**config.mk**
```make
export PLATFORM = sky130hd
export DESIGN_NAME = iida_cell
export DESIGN_NICKNAME = d
export VERILOG_FILES = /design/src/hw/rtl/iida_pkg.sv /design/src/hw/rtl/iida_cell.sv
export SDC_FILE = /design/constraint.sdc
export NUM_CORES = 1
export LEC_CHECK = 0
export BUFFER_PORTS_ARGS = -buffer_cell sky130_fd_sc_hd__buf_2
export CORE_UTILIZATION = 36
export DETAILED_ROUTE_END_ITERATION = 10
export GPL_TIMING_DRIVEN = 1
export PLACE_DENSITY = 0.81
export SLEW_MARGIN = 20
export SYNTH_ARGS = -nofsm -noshare
export SYNTH_HDL_FRONTEND = slang
export SYNTH_SLANG_ARGS = --single-unit
```
**constraint.sdc**
```tcl
create_clock -name clk -period 3.4 [get_ports clk]
set_clock_uncertainty 0.1 [all_clocks]
set_input_delay 0.34 -clock clk [delete_from_list [all_inputs] [get_ports clk]]
set_output_delay 0.34 -clock clk [all_outputs]
set_load 0.01 [all_outputs]
```
**src/hw/rtl/iida_pkg.sv**
```systemverilog
// Shared types and codes for the indexed insert/delete array.
// No dependencies; compiled first.
`default_nettype none

package iida_pkg;

	localparam int POS_W   = 8;   // position field width
	localparam int VALUE_W = 32;  // value / read_value field width
	localparam int LEN_W   = 7;   // length field width

	typedef enum logic [1:0] {
		ACT_INSERT = 2'd0,
		ACT_DELETE = 2'd1,
		ACT_READ   = 2'd2,
		ACT_WRITE  = 2'd3
	} act_t;

	typedef enum logic [1:0] {
		ST_OK      = 2'd0,
		ST_INVALID = 2'd1,
		ST_FULL    = 2'd2
	} status_t;

	typedef struct packed {
		act_t               action;
		logic [POS_W-1:0]   position;
		logic [VALUE_W-1:0] value;
	} req_t;

	typedef struct packed {
		status_t            status;
		logic [VALUE_W-1:0] read_value;
		logic [LEN_W-1:0]   length;
	} rsp_t;

	// Broadcast to every cell for one request.
	typedef struct packed {
		logic             fire;
		act_t             act;
		logic [POS_W-1:0] at;
	} cmd_t;

	// Read select held while the OR tree settles.
	typedef struct packed {
		logic             en;
		logic [POS_W-1:0] at;
	} sel_t;

endpackage

`default_nettype wire

```
**src/hw/rtl/iida_cell.sv**
```systemverilog
// One storage cell of the array chain: holds a word, takes its neighbor's word on shifts.
// Depends on iida_pkg.
`default_nettype none

module iida_cell
	import iida_pkg::*;
#(
	parameter int INDEX  = 0,
	parameter int DATA_W = 32
) (
	input  wire logic              clk,
	input  wire cmd_t              cmd,
	input  wire sel_t              sel,
	input  wire logic [DATA_W-1:0] word,
	input  wire logic [DATA_W-1:0] lower,
	input  wire logic [DATA_W-1:0] upper,
	output logic      [DATA_W-1:0] data,
	output logic      [DATA_W-1:0] hit
);

	localparam logic [POS_W-1:0] IDX = POS_W'(INDEX);

	logic [DATA_W-1:0] data_q;

	always_ff @(posedge clk) begin
		if (cmd.fire) begin
			case (cmd.act)
				ACT_INSERT: begin
					if (IDX == cmd.at) begin
						data_q <= word;
					end else if (IDX > cmd.at) begin
						data_q <= lower;
					end
				end
				ACT_DELETE: begin
					if (IDX >= cmd.at) begin
						data_q <= upper;
					end
				end
				ACT_WRITE: begin
					if (IDX == cmd.at) begin
						data_q <= word;
					end
				end
				default: begin
				end
			endcase
		end
	end

	assign data = data_q;
	assign hit  = (sel.en && sel.at == IDX) ? data_q : '0;

endmodule

`default_nettype wire

```
Yosys cells after proc, flatten, opt, wreduce, memory -nomap -nowiden:

Cells that the tools add are included.

* reduce and logical (&&, ||, !) cells: 6
* magnitude comparators: 2
* mux-type cells: 6
* equal/unequal tests: 5

Operators by type and width (count)
* 2-to-1 mux 32 bit: 5
* case mux 32 bit (3 select lines): 1
* zero test 8 bit: 2
* greater-or-equal comparator 1 x 8 -> 1 bit (first input constant): 1
* > comparator 1 x 8 -> 1 bit (first input constant): 1
* AND reduction 5 bit: 1
* inequality test 2 bit (second input constant): 2
* inequality test 3 bit (second input constant): 1
* nonzero test 3 bit: 1
* == test 2 x 1 -> 1 bit (second input constant): 1
* == test 2 bit (second input constant): 1
* zero test 2 bit: 1
* logical AND 1 bit: 1

* input port bits: 117
* output and inout port bits: 64
* register bits after elaboration: 32
* logic and storage cells: 20

Depth between registers and ports, before layout:

Gate-level depths: netlist of run 1.

* word-level depth: 4
* depth in mapped cells: 6
* depth with buffers taken out: 5

Worst setup path after synthesis of run 1:

No wires, ideal clock.

* path type: input to register
* from: input cmd[7] (netlist bit)
* to: register data_q[0] (netlist: data[0]), enable pin
* stages on the path: 5
* library setup time: 432 ps
* arrival time: 2989 ps
* required time: 2868 ps
* path slack: -121 ps
* cell sequence: or4_4 buf_6 or2_4 buf_6 a21oi_1

* longest elaborated chain between the ends: 3

RTL lines
* from (decl): RTL line iida_cell.sv:12 `input wire cmd_t cmd,`
* > comparator 1 x 8 -> 1 bit, or another cell as far along: RTL line iida_cell.sv:31 `end else if (IDX > cmd.at) begin`
* inequality test 3 bit (no source line) / inequality test 2 bit (equally long branches)
* AND reduction 5 bit (no source line) (*)
* to (signal assigned): RTL line iida_cell.sv:30 `data_q <= word;`
* to (signal assigned): RTL line iida_cell.sv:32 `data_q <= lower;`
* to (signal assigned): RTL line iida_cell.sv:37 `data_q <= upper;`
* to (decl): RTL line iida_cell.sv:23 `logic [DATA_W-1:0] data_q;`

Mark *: on every way between the ends. The rest lies on a longest branch, timed or not.
A chain may end at the register's enable or synchronous reset.

Worst setup path in the final report of run 1:

* from: input cmd[0] (netlist bit)
* to: register data_q[29] (netlist: data[29]), enable pin

Same word-level chain as after synthesis.

==> results.yml, run 1 <==
outcome:
  run_status: "finished clean"
final_layout:
  final_cell_mix: "buf_2, inv_1"
  fin_util_pct: 54.48
  largest_reg_flops: 32
  area_delta_synth_final_pct: 43.08
  diodes: 0
  final_area_um2: 3283
  drive_gt1_share_pct: 48.87
  fin_nets: 519
  layout_commonest_cell: "buf_2"
cts:
  cts_setup_buffers: 0
  clockBufferDepth: 2
  cts_tree: "done"
  clkSinkCount: 32
  cts.clk_slew.worst_paths_ps: 60
  cts_inserted_buffers: 5
  root_buffer: "clkbuf_8"
  ctsResizeCount: 0
  cts-hold-fix-buffers: 0
  h-tree-depth: 2
logic_synthesis:
  syn_area_um2: 2295
  syn-num-nets: 356
  ys.flop_type: "edfxtp_1"
  synth_xor_area_share_pct: 0
  synthAdderAreaFrac_pct: 1.636
  avgSynthCellArea_um2: 9.723
  async_flop_share_pct: 0
  synth-simple-area-share_pct: 11.29
  yosysTopAreaCell: "edfxtp_1"
  synth_mux_area_share_pct: 0
  yosysUniqueCellTypes: 20
  ys.warnings.count: 0
  ys_ff_latch: 32
  synth_top_family_by_area: "compound AO/OA/AOI/OAI gates"
  synthTopCellsByArea: "edfxtp_1, o311ai_1, a22oi_1, o211ai_1, and2_1"
  synth_compound_area_share_pct: 33.59
  synthCells: 236
  synth_edf_count: 32
  synth_top_area_share_pct: 41.88
  ys_seq_area_share_pct: 41.88
worst_setup_path:
  cp-start-kind: "input port"
  endpoint_kind: "flip-flop"
  cpMaxStageDelayCell: "or4_1"
  max_stage_delay_ps: 510
  crit_required_ps: 3230
  cp_max_fo: 33
  critPathLaunch: "cmd[0]"
  path_common_cell: "buf_4"
  crit_type: "in2reg"
  crit_chain: "buf_2, or4_1, buf_4, or2_4, a21oi_4, buf_4"
  critPathArrivalTime_ps: 2210
  cp-endpoint: "data[29]$_DFFE_PP_"
drt:
  vias: 2589
  drc: 0
  dr.pass1.iters: 4
  via_per_inst: 5.462
  drt_iter0_drc: 103
  routedWlPerCell_um: 14.97
  antenna_left: 0
  routed_wl_mm: 7.094
floorplan:
  fp-row-count: 28
  die_w_um: 81.84
  ios: 181
  start_util_pct: 38.08
  core_um2: 6026
  die_area_um2: 6698
  die_h_um: 81.84
global_routing:
  gr-usage-met2_pct: 38.76
  grt_use_met1_pct: 23.89
  grt_pass1_wl_mm: 10.45
  gr-max-usage-layer: "met2"
  use_met3_pct: 3.000
  antenna_found_initial: 0
  grt_usage_pct: 20.84
  grt_max_degree: 37
  grt_pass1_vias: 2259
  gr-total-overflow: 0
min_path:
  hold_path.class: "in2reg"
  hold-path-cell-count: 3
  min_from: "lower[19]"
timing:
  hold-worst-slack_ps: 288.4
  period_minus_slack_ps: 2377
  timing.final.hold_violations: 0
  final.setup.tns_ps: 0
  fmax_ghz: 0.4208
  setup_viol: 0
  slew_headroom_pct: 41.86
  worst_pin_slew_ps: 871.4
  period_share_pct: 69.90
  grt_setup_unrepaired: "false"
  drv_slew: 0
power_and_ir_drop:
  leakagePower_nw: 1.568
  ir_drop_v: 0.0001738
  power_density_nw_per_um2: 306.5
place:
  io_buffers: 180
  post-dp-hpwl_mm: 5.277
  gp_congestion: 0.8434
  place_area_um2: 3201
run:
  maxCapViolCount: 0
## Yosys cell counts (3+ instances only)
master and count:
clkbuf_1 23, edfxtp_1 32, ha_1 3, o211ai_1 32, o311ai_1 32, a22oi_1 32
and2_1 32, inv_1 35, buf_6 4
## metrics by stage
step	setup WS (ps)	total power, W	std cells
detailed placement	729.9	0.0007449	467
global placement	796.1	0.0007379	467
floorplan	525.0	0.0006169	236
CTS	1027	0.001011	474
global route	807.6	0.001064	474
finish	1023	0.001006	474
## worst min-delay path by stage
stage,endpoint
after floorplan,data[18]$_DFFE_PP_
after detailed placement,data[9]$_DFFE_PP_
after CTS,data[27]$_DFFE_PP_
after global routing,data[9]$_DFFE_PP_
after global placement,data[18]$_DFFE_PP_
final,data[19]$_DFFE_PP_
## area by class of cell
| cell class | count | area, um2 |
|---|---|---|
| clock buffers | 6 | 72.57 |
| clock inverters | 1 | 5.005 |
| fillers | 547 | 2743 |
| inverters | 35 | 131.4 |
| multi-input cells | 141 | 1089 |
| flip-flops and latches | 32 | 960.9 |
| well taps | 75 | 93.84 |
| repair buffers | 184 | 930.9 |
## power by group
group / switching, W / internal [W]
registers: 0.0000159 / 0.000477
logic: 0.000126 / 0.000117
clock network: 0.000131 / 0.000139
total: 0.000273 / 0.000733
## layer usage
layer	vias to the layer above	routed length, um
li1	1244	-
met1	1175	2699
met2	162	3679
met3	8	621
met4	0	93
met5	-	0
## logic make-up after synthesis
kind of cell             Yosys count
AND/OR/NAND/NOR                   40
adder cells (fa/ha/maj)            3
flip-flops                        32
AO/OA/AOI/OAI                     98
buffers and inverters             63
## worst max-delay path: cells and delay by family
kind | cells | cell delay (ps)
buffers and inverters | 3 | 740
AOI/OAI and AO/OA | 1 | 170
and+or+nand+nor | 2 | 930
Note: power is estimated with default switching activity, not from simulation.
==> run 2: changes to the inputs <==
--- a/config.mk
+++ b/config.mk
@@ -6,10 +6,10 @@
 export NUM_CORES = 1
 export LEC_CHECK = 0
 export BUFFER_PORTS_ARGS = -buffer_cell sky130_fd_sc_hd__buf_2
-export CORE_UTILIZATION = 36
+export CORE_UTILIZATION = 40
 export DETAILED_ROUTE_END_ITERATION = 10
 export GPL_TIMING_DRIVEN = 1
-export PLACE_DENSITY = 0.81
+export PLACE_DENSITY = 0.85
 export SLEW_MARGIN = 20
 export SYNTH_ARGS = -nofsm -noshare
 export SYNTH_HDL_FRONTEND = slang
==> constraint.sdc (replaced) <==
create_clock -name clk -period 2.38 [get_ports clk]
set_clock_uncertainty 0.1 [all_clocks]
set_input_delay 0.238 -clock clk [delete_from_list [all_inputs] [get_ports clk]]
set_output_delay 0.238 -clock clk [all_outputs]
set_load 0.01 [all_outputs]
==> run 2 against run 1 <==
Net effect:
- sequential power increased by 43%
- wire length is 3.3% higher
- flip-flop and latch count unchanged
- via count fell by 0.54%
- clock power up 46%
- worst setup slack worse by 430 ps
- first-iteration DRC count rose by 62%
- clock-buffer cell count rose by 1
- utilization up 5.7 points
- global-route usage up 2.7 points
- cell count increased by 0.63%
- die area fell by 9.8%
- critical path type unchanged
- critical endpoint is now data[11]$_DFFE_PP_
- highest routed layer unchanged
==> results.yml, run 2 (same netlist as run 1, synthesis figures left out) <==
place:
  io_buffers: 180
  dp.cells: 469
  dpl_worst_slack_ps: 298.0
  post-dp-hpwl_mm: 5.229
  gp_congestion: 0.8068
worst_setup_path:
  endpoint_kind: "flip-flop"
  critPathArrivalTime_ps: 1760
  cpMaxStageDelayCell: "or4_1"
  crit_type: "in2reg"
  path_buf_inv: 2
  critPathLaunch: "cmd[0]"
  cp-start-kind: "input port"
  max_stage_delay_ps: 560
  cp_max_fo: 22
  cpLargestDelayFamily: "simple AND/OR/NAND/NOR gates"
  crit_chain: "buf_2, or4_1, or2_4, buf_4, o311ai_1"
  crit_required_ps: 2360
timing:
  setup_viol: 0
  period_share_pct: 74.93
  grt_setup_unrepaired: "false"
  final.setup.tns_ps: 0
  setup_ws_ps: 596.6
  worst_pin_slew_ps: 621.7
  drv_slew: 0
  fmax_ghz: 0.5607
  slew_headroom_pct: 58.55
  timing.final.hold_violations: 0
  period_minus_slack_ps: 1783
cts:
  h-tree-depth: 2
  cts_inserted_buffers: 5
  cts_setup_buffers: 0
  cts_tree: "done"
  cts.clk_slew.worst_paths_ps: 70
  clockBufferDepth: 2
  clkSinkCount: 32
  ctsResizeCount: 0
  cts-hold-fix-buffers: 0
  root_buffer: "clkbuf_8"
drt:
  drc: 0
  drt_iter0_drc: 167
  antenna_left: 0
  via_per_inst: 5.398
  met1_length_mm: 2.766
  dr.pass1.iters: 4
  vias: 2575
  routed_wl_mm: 7.331
  highest_layer: "met4"
  met3_length_um: 580
  routedWlPerCell_um: 15.37
  dr_wl_met2_mm: 3.922
global_routing:
  grt_max_degree: 65
  grt_pass1_wl_mm: 11.21
  grt_usage_pct: 23.57
  antenna_found_initial: 0
  grt_pass1_vias: 2448
  gr-total-overflow: 0
power_and_ir_drop:
  p_sw_w: 0.0003944
  p_comb_share_pct: 24.3
  swShare_pct: 27.23
  cellInternalPower_w: 0.001054
  pwr-share-clk_pct: 27.1
  power_frac_seq_pct: 48.6
  total_power_w: 0.001448
  power_density_nw_per_um2: 436.9
  leakagePower_nw: 1.589
  ir_drop_v: 0.0001953
final_layout:
  fin_nets: 524
  nFillCells: 479
  drive_gt1_share_pct: 49.14
  area_delta_synth_final_pct: 44.44
  largest_reg_flops: 32
  final_cell_mix: "buf_2, inv_1"
  diodes: 0
  layout_commonest_cell: "buf_2"
  stdcell_count: 477
min_path:
  hold_path.class: "in2reg"
  min_from: "lower[12]"
floorplan:
  core_um2: 5507
  die_w_um: 77.74
  ios: 181
  die_h_um: 77.74
  start_util_pct: 41.67
  die_area_um2: 6044
  fp-row-count: 27
outcome:
  run_status: "finished clean"
run:
  maxCapViolCount: 0
run 2: cell types whose count changed in the layout (fill, tap and decap cells not counted):
cell      previous run  this run
nor2_4               1         0
nor2_2               0         1
buf_4                4         9
clkbuf_1             1         2
clkinv_2             1         0
clkinv_1             0         1
run 2: routing by layer:
| layer | track usage (%) | vias to the layer above |
|---|---|---|
| li1 | - | 1254 |
| met4 | 6.226 | 0 |
| met3 | 5.294 | 6 |
| met1 | 28.37 | 1187 |
| met2 | 42.04 | 128 |
| met5 | 0 | - |
run 2: worst paths after layout:
check	cells past startpoint	end
hold / removal	3	data[12]$_DFFE_PP_
setup / recovery	5	data[11]$_DFFE_PP_
run 2: cell type report:
type,instances,area [um2],area share (%)
clock inverters,1,3.754,0.1133
repair buffers,189,968.4,29.22
well taps,72,90.09,2.718
inverters,35,131.4,3.964
flip-flops and latches,32,960.9,28.99
multi-input cells,141,1084,32.69
clock buffers,7,76.32,2.303
run 2: per-stage QoR:
step | hold slack (ps) | cell area (um2) | utilization, %
floorplan | 354.2 | 2306 | -
global placement | 467.4 | 3234 | 58.74
detailed placement | 477.1 | 3234 | 58.74
CTS | 182.3 | 3314 | 60.19
global route | 193.1 | 3314 | 60.19
finish | 189.1 | 3314 | 60.19
run 2: power groups by stage:
stage	logic [W]	clock network [W]	registers [W]
final	0.000352	0.000393	0.000703
after global routing	0.000387	0.000421	0.000708
after CTS	0.000354	0.000399	0.000704
after detailed placement	0.000353	0	0.000715
after global placement	0.000343	0	0.000714
after floorplan	0.000150	0	0.000733
==> run 3: changes to the inputs <==
==> constraint.sdc (replaced) <==
create_clock -name clk -period 1.75 [get_ports clk]
set_clock_uncertainty 0.1 [all_clocks]
set_input_delay 0.175 -clock clk [delete_from_list [all_inputs] [get_ports clk]]
set_output_delay 0.175 -clock clk [all_outputs]
set_load 0.01 [all_outputs]
==> run 3 against run 2 <==
Net effect:
- first-iteration DRC count grew 17%
- worst hold slack got worse by 57 ps
- non-clock buffer count grew 6
- total power is 35% higher
- cell count up 1.0%
- combinational power is 41% higher
==> results.yml, run 3 (same netlist as run 1, synthesis figures left out) <==
outcome:
  run_status: "finished clean"
min_path:
  hold_path.class: "in2reg"
  min_from: "lower[14]"
  hold-path-cell-count: 3
final_layout:
  largest_reg_flops: 32
  fin_nets: 530
  diodes: 0
  area_delta_synth_final_pct: 47.33
  fin_util_pct: 61.40
  layout_commonest_cell: "buf_2"
  final_area_um2: 3381
  nFillCells: 498
  drive_gt1_share_pct: 50.00
  final_cell_mix: "buf_2, inv_1"
drt:
  vias: 2676
  routedWlPerCell_um: 15.24
  via_per_inst: 5.552
  drc: 0
  dr.pass1.iters: 4
  drt_iter0_drc: 196
  antenna_left: 0
  routed_wl_mm: 7.348
floorplan:
  die_h_um: 77.74
  core_um2: 5507
  die_w_um: 77.74
  die_area_um2: 6044
  ios: 181
  fp-row-count: 27
  start_util_pct: 41.67
place:
  io_buffers: 180
  gp_congestion: 0.8458
  place_area_um2: 3304
  post-dp-hpwl_mm: 5.630
  dpl_worst_slack_ps: -183.4
worst_setup_path:
  cp_max_fo: 16
  cp-start-kind: "input port"
  endpoint_kind: "flip-flop"
  critPathLaunch: "cmd[0]"
  critPathArrivalTime_ps: 1540
  crit_required_ps: 1630
  crit_type: "in2reg"
timing:
  fmax_ghz: 0.6028
  setup_ws_ps: 90.96
  period_minus_slack_ps: 1659
  period_share_pct: 94.80
  hold-worst-slack_ps: 132.0
  timing.final.hold_violations: 0
  grt_setup_unrepaired: "false"
  setup_viol: 0
  slew_headroom_pct: 72.45
  final.setup.tns_ps: 0
  drv_slew: 0
  worst_pin_slew_ps: 408.9
global_routing:
  grt_pass1_wl_mm: 11.43
  gr-total-overflow: 0
  grt_pass1_vias: 2503
  antenna_found_initial: 0
  grt_max_degree: 35
  grt_usage_pct: 23.99
cts:
  cts_tree: "done"
  root_buffer: "clkbuf_8"
  clockBufferDepth: 2
  ctsResizeCount: 0
  cts_setup_buffers: 0
  cts.clk_slew.worst_paths_ps: 60
  h-tree-depth: 2
  cts-hold-fix-buffers: 0
  cts_inserted_buffers: 5
  clkSinkCount: 32
power_and_ir_drop:
  ir_drop_v: 0.0002332
  leakagePower_nw: 1.623
  power_density_nw_per_um2: 579.0
run:
  maxCapViolCount: 0
[run 3: where the power goes]
part	internal [W]	switching [W]	leakage, nW	total (W)
clock	0.000262	0.000244	0.0391	0.000506
sequential	0.000927	0.0000295	0.288	0.000956
combinational	0.000242	0.000253	1.30	0.000495
total	0.00143	0.000526	1.62	0.00196
[run 3: area by class of cell]
| type | instances | area (um2) | share of cell area [%] |
|---|---|---|---|
| repair buffers | 195 | 1039 | 30.72 |
| flip-flops and latches | 32 | 960.9 | 28.42 |
| clock buffers | 5 | 68.82 | 2.036 |
| well taps | 72 | 90.09 | 2.665 |
| multi-input cells | 141 | 1084 | 32.05 |
| clock inverters | 2 | 7.507 | 0.2221 |
| inverters | 35 | 131.4 | 3.886 |
[run 3: worst paths after layout]
kind  slack (ps)                  to
max           90   data[7]$_DFFE_PP_
min          130  data[14]$_DFFE_PP_
[run 3: stage by stage]
step	total power (W)	cells
floorplan	0.001200	236
global placement	0.001451	475
detailed placement	0.001470	475
CTS	0.001973	482
global route	0.002054	482
finish	0.001958	482
[run 3: critical path, stage by stage]
cell and delay, ps:
buf_2 100, or4_1 590, or2_4 290, a21oi_4 200, buf_12 180
[run 3: routing by layer]
metal	part of all wire [%]	track usage [%]	vias up
li1	-	-	1269
met1	37	28.06	1245
met2	53	44.34	149
met3	7.7	3.647	13
met4	1.7	7.925	0
met5	0	0	-
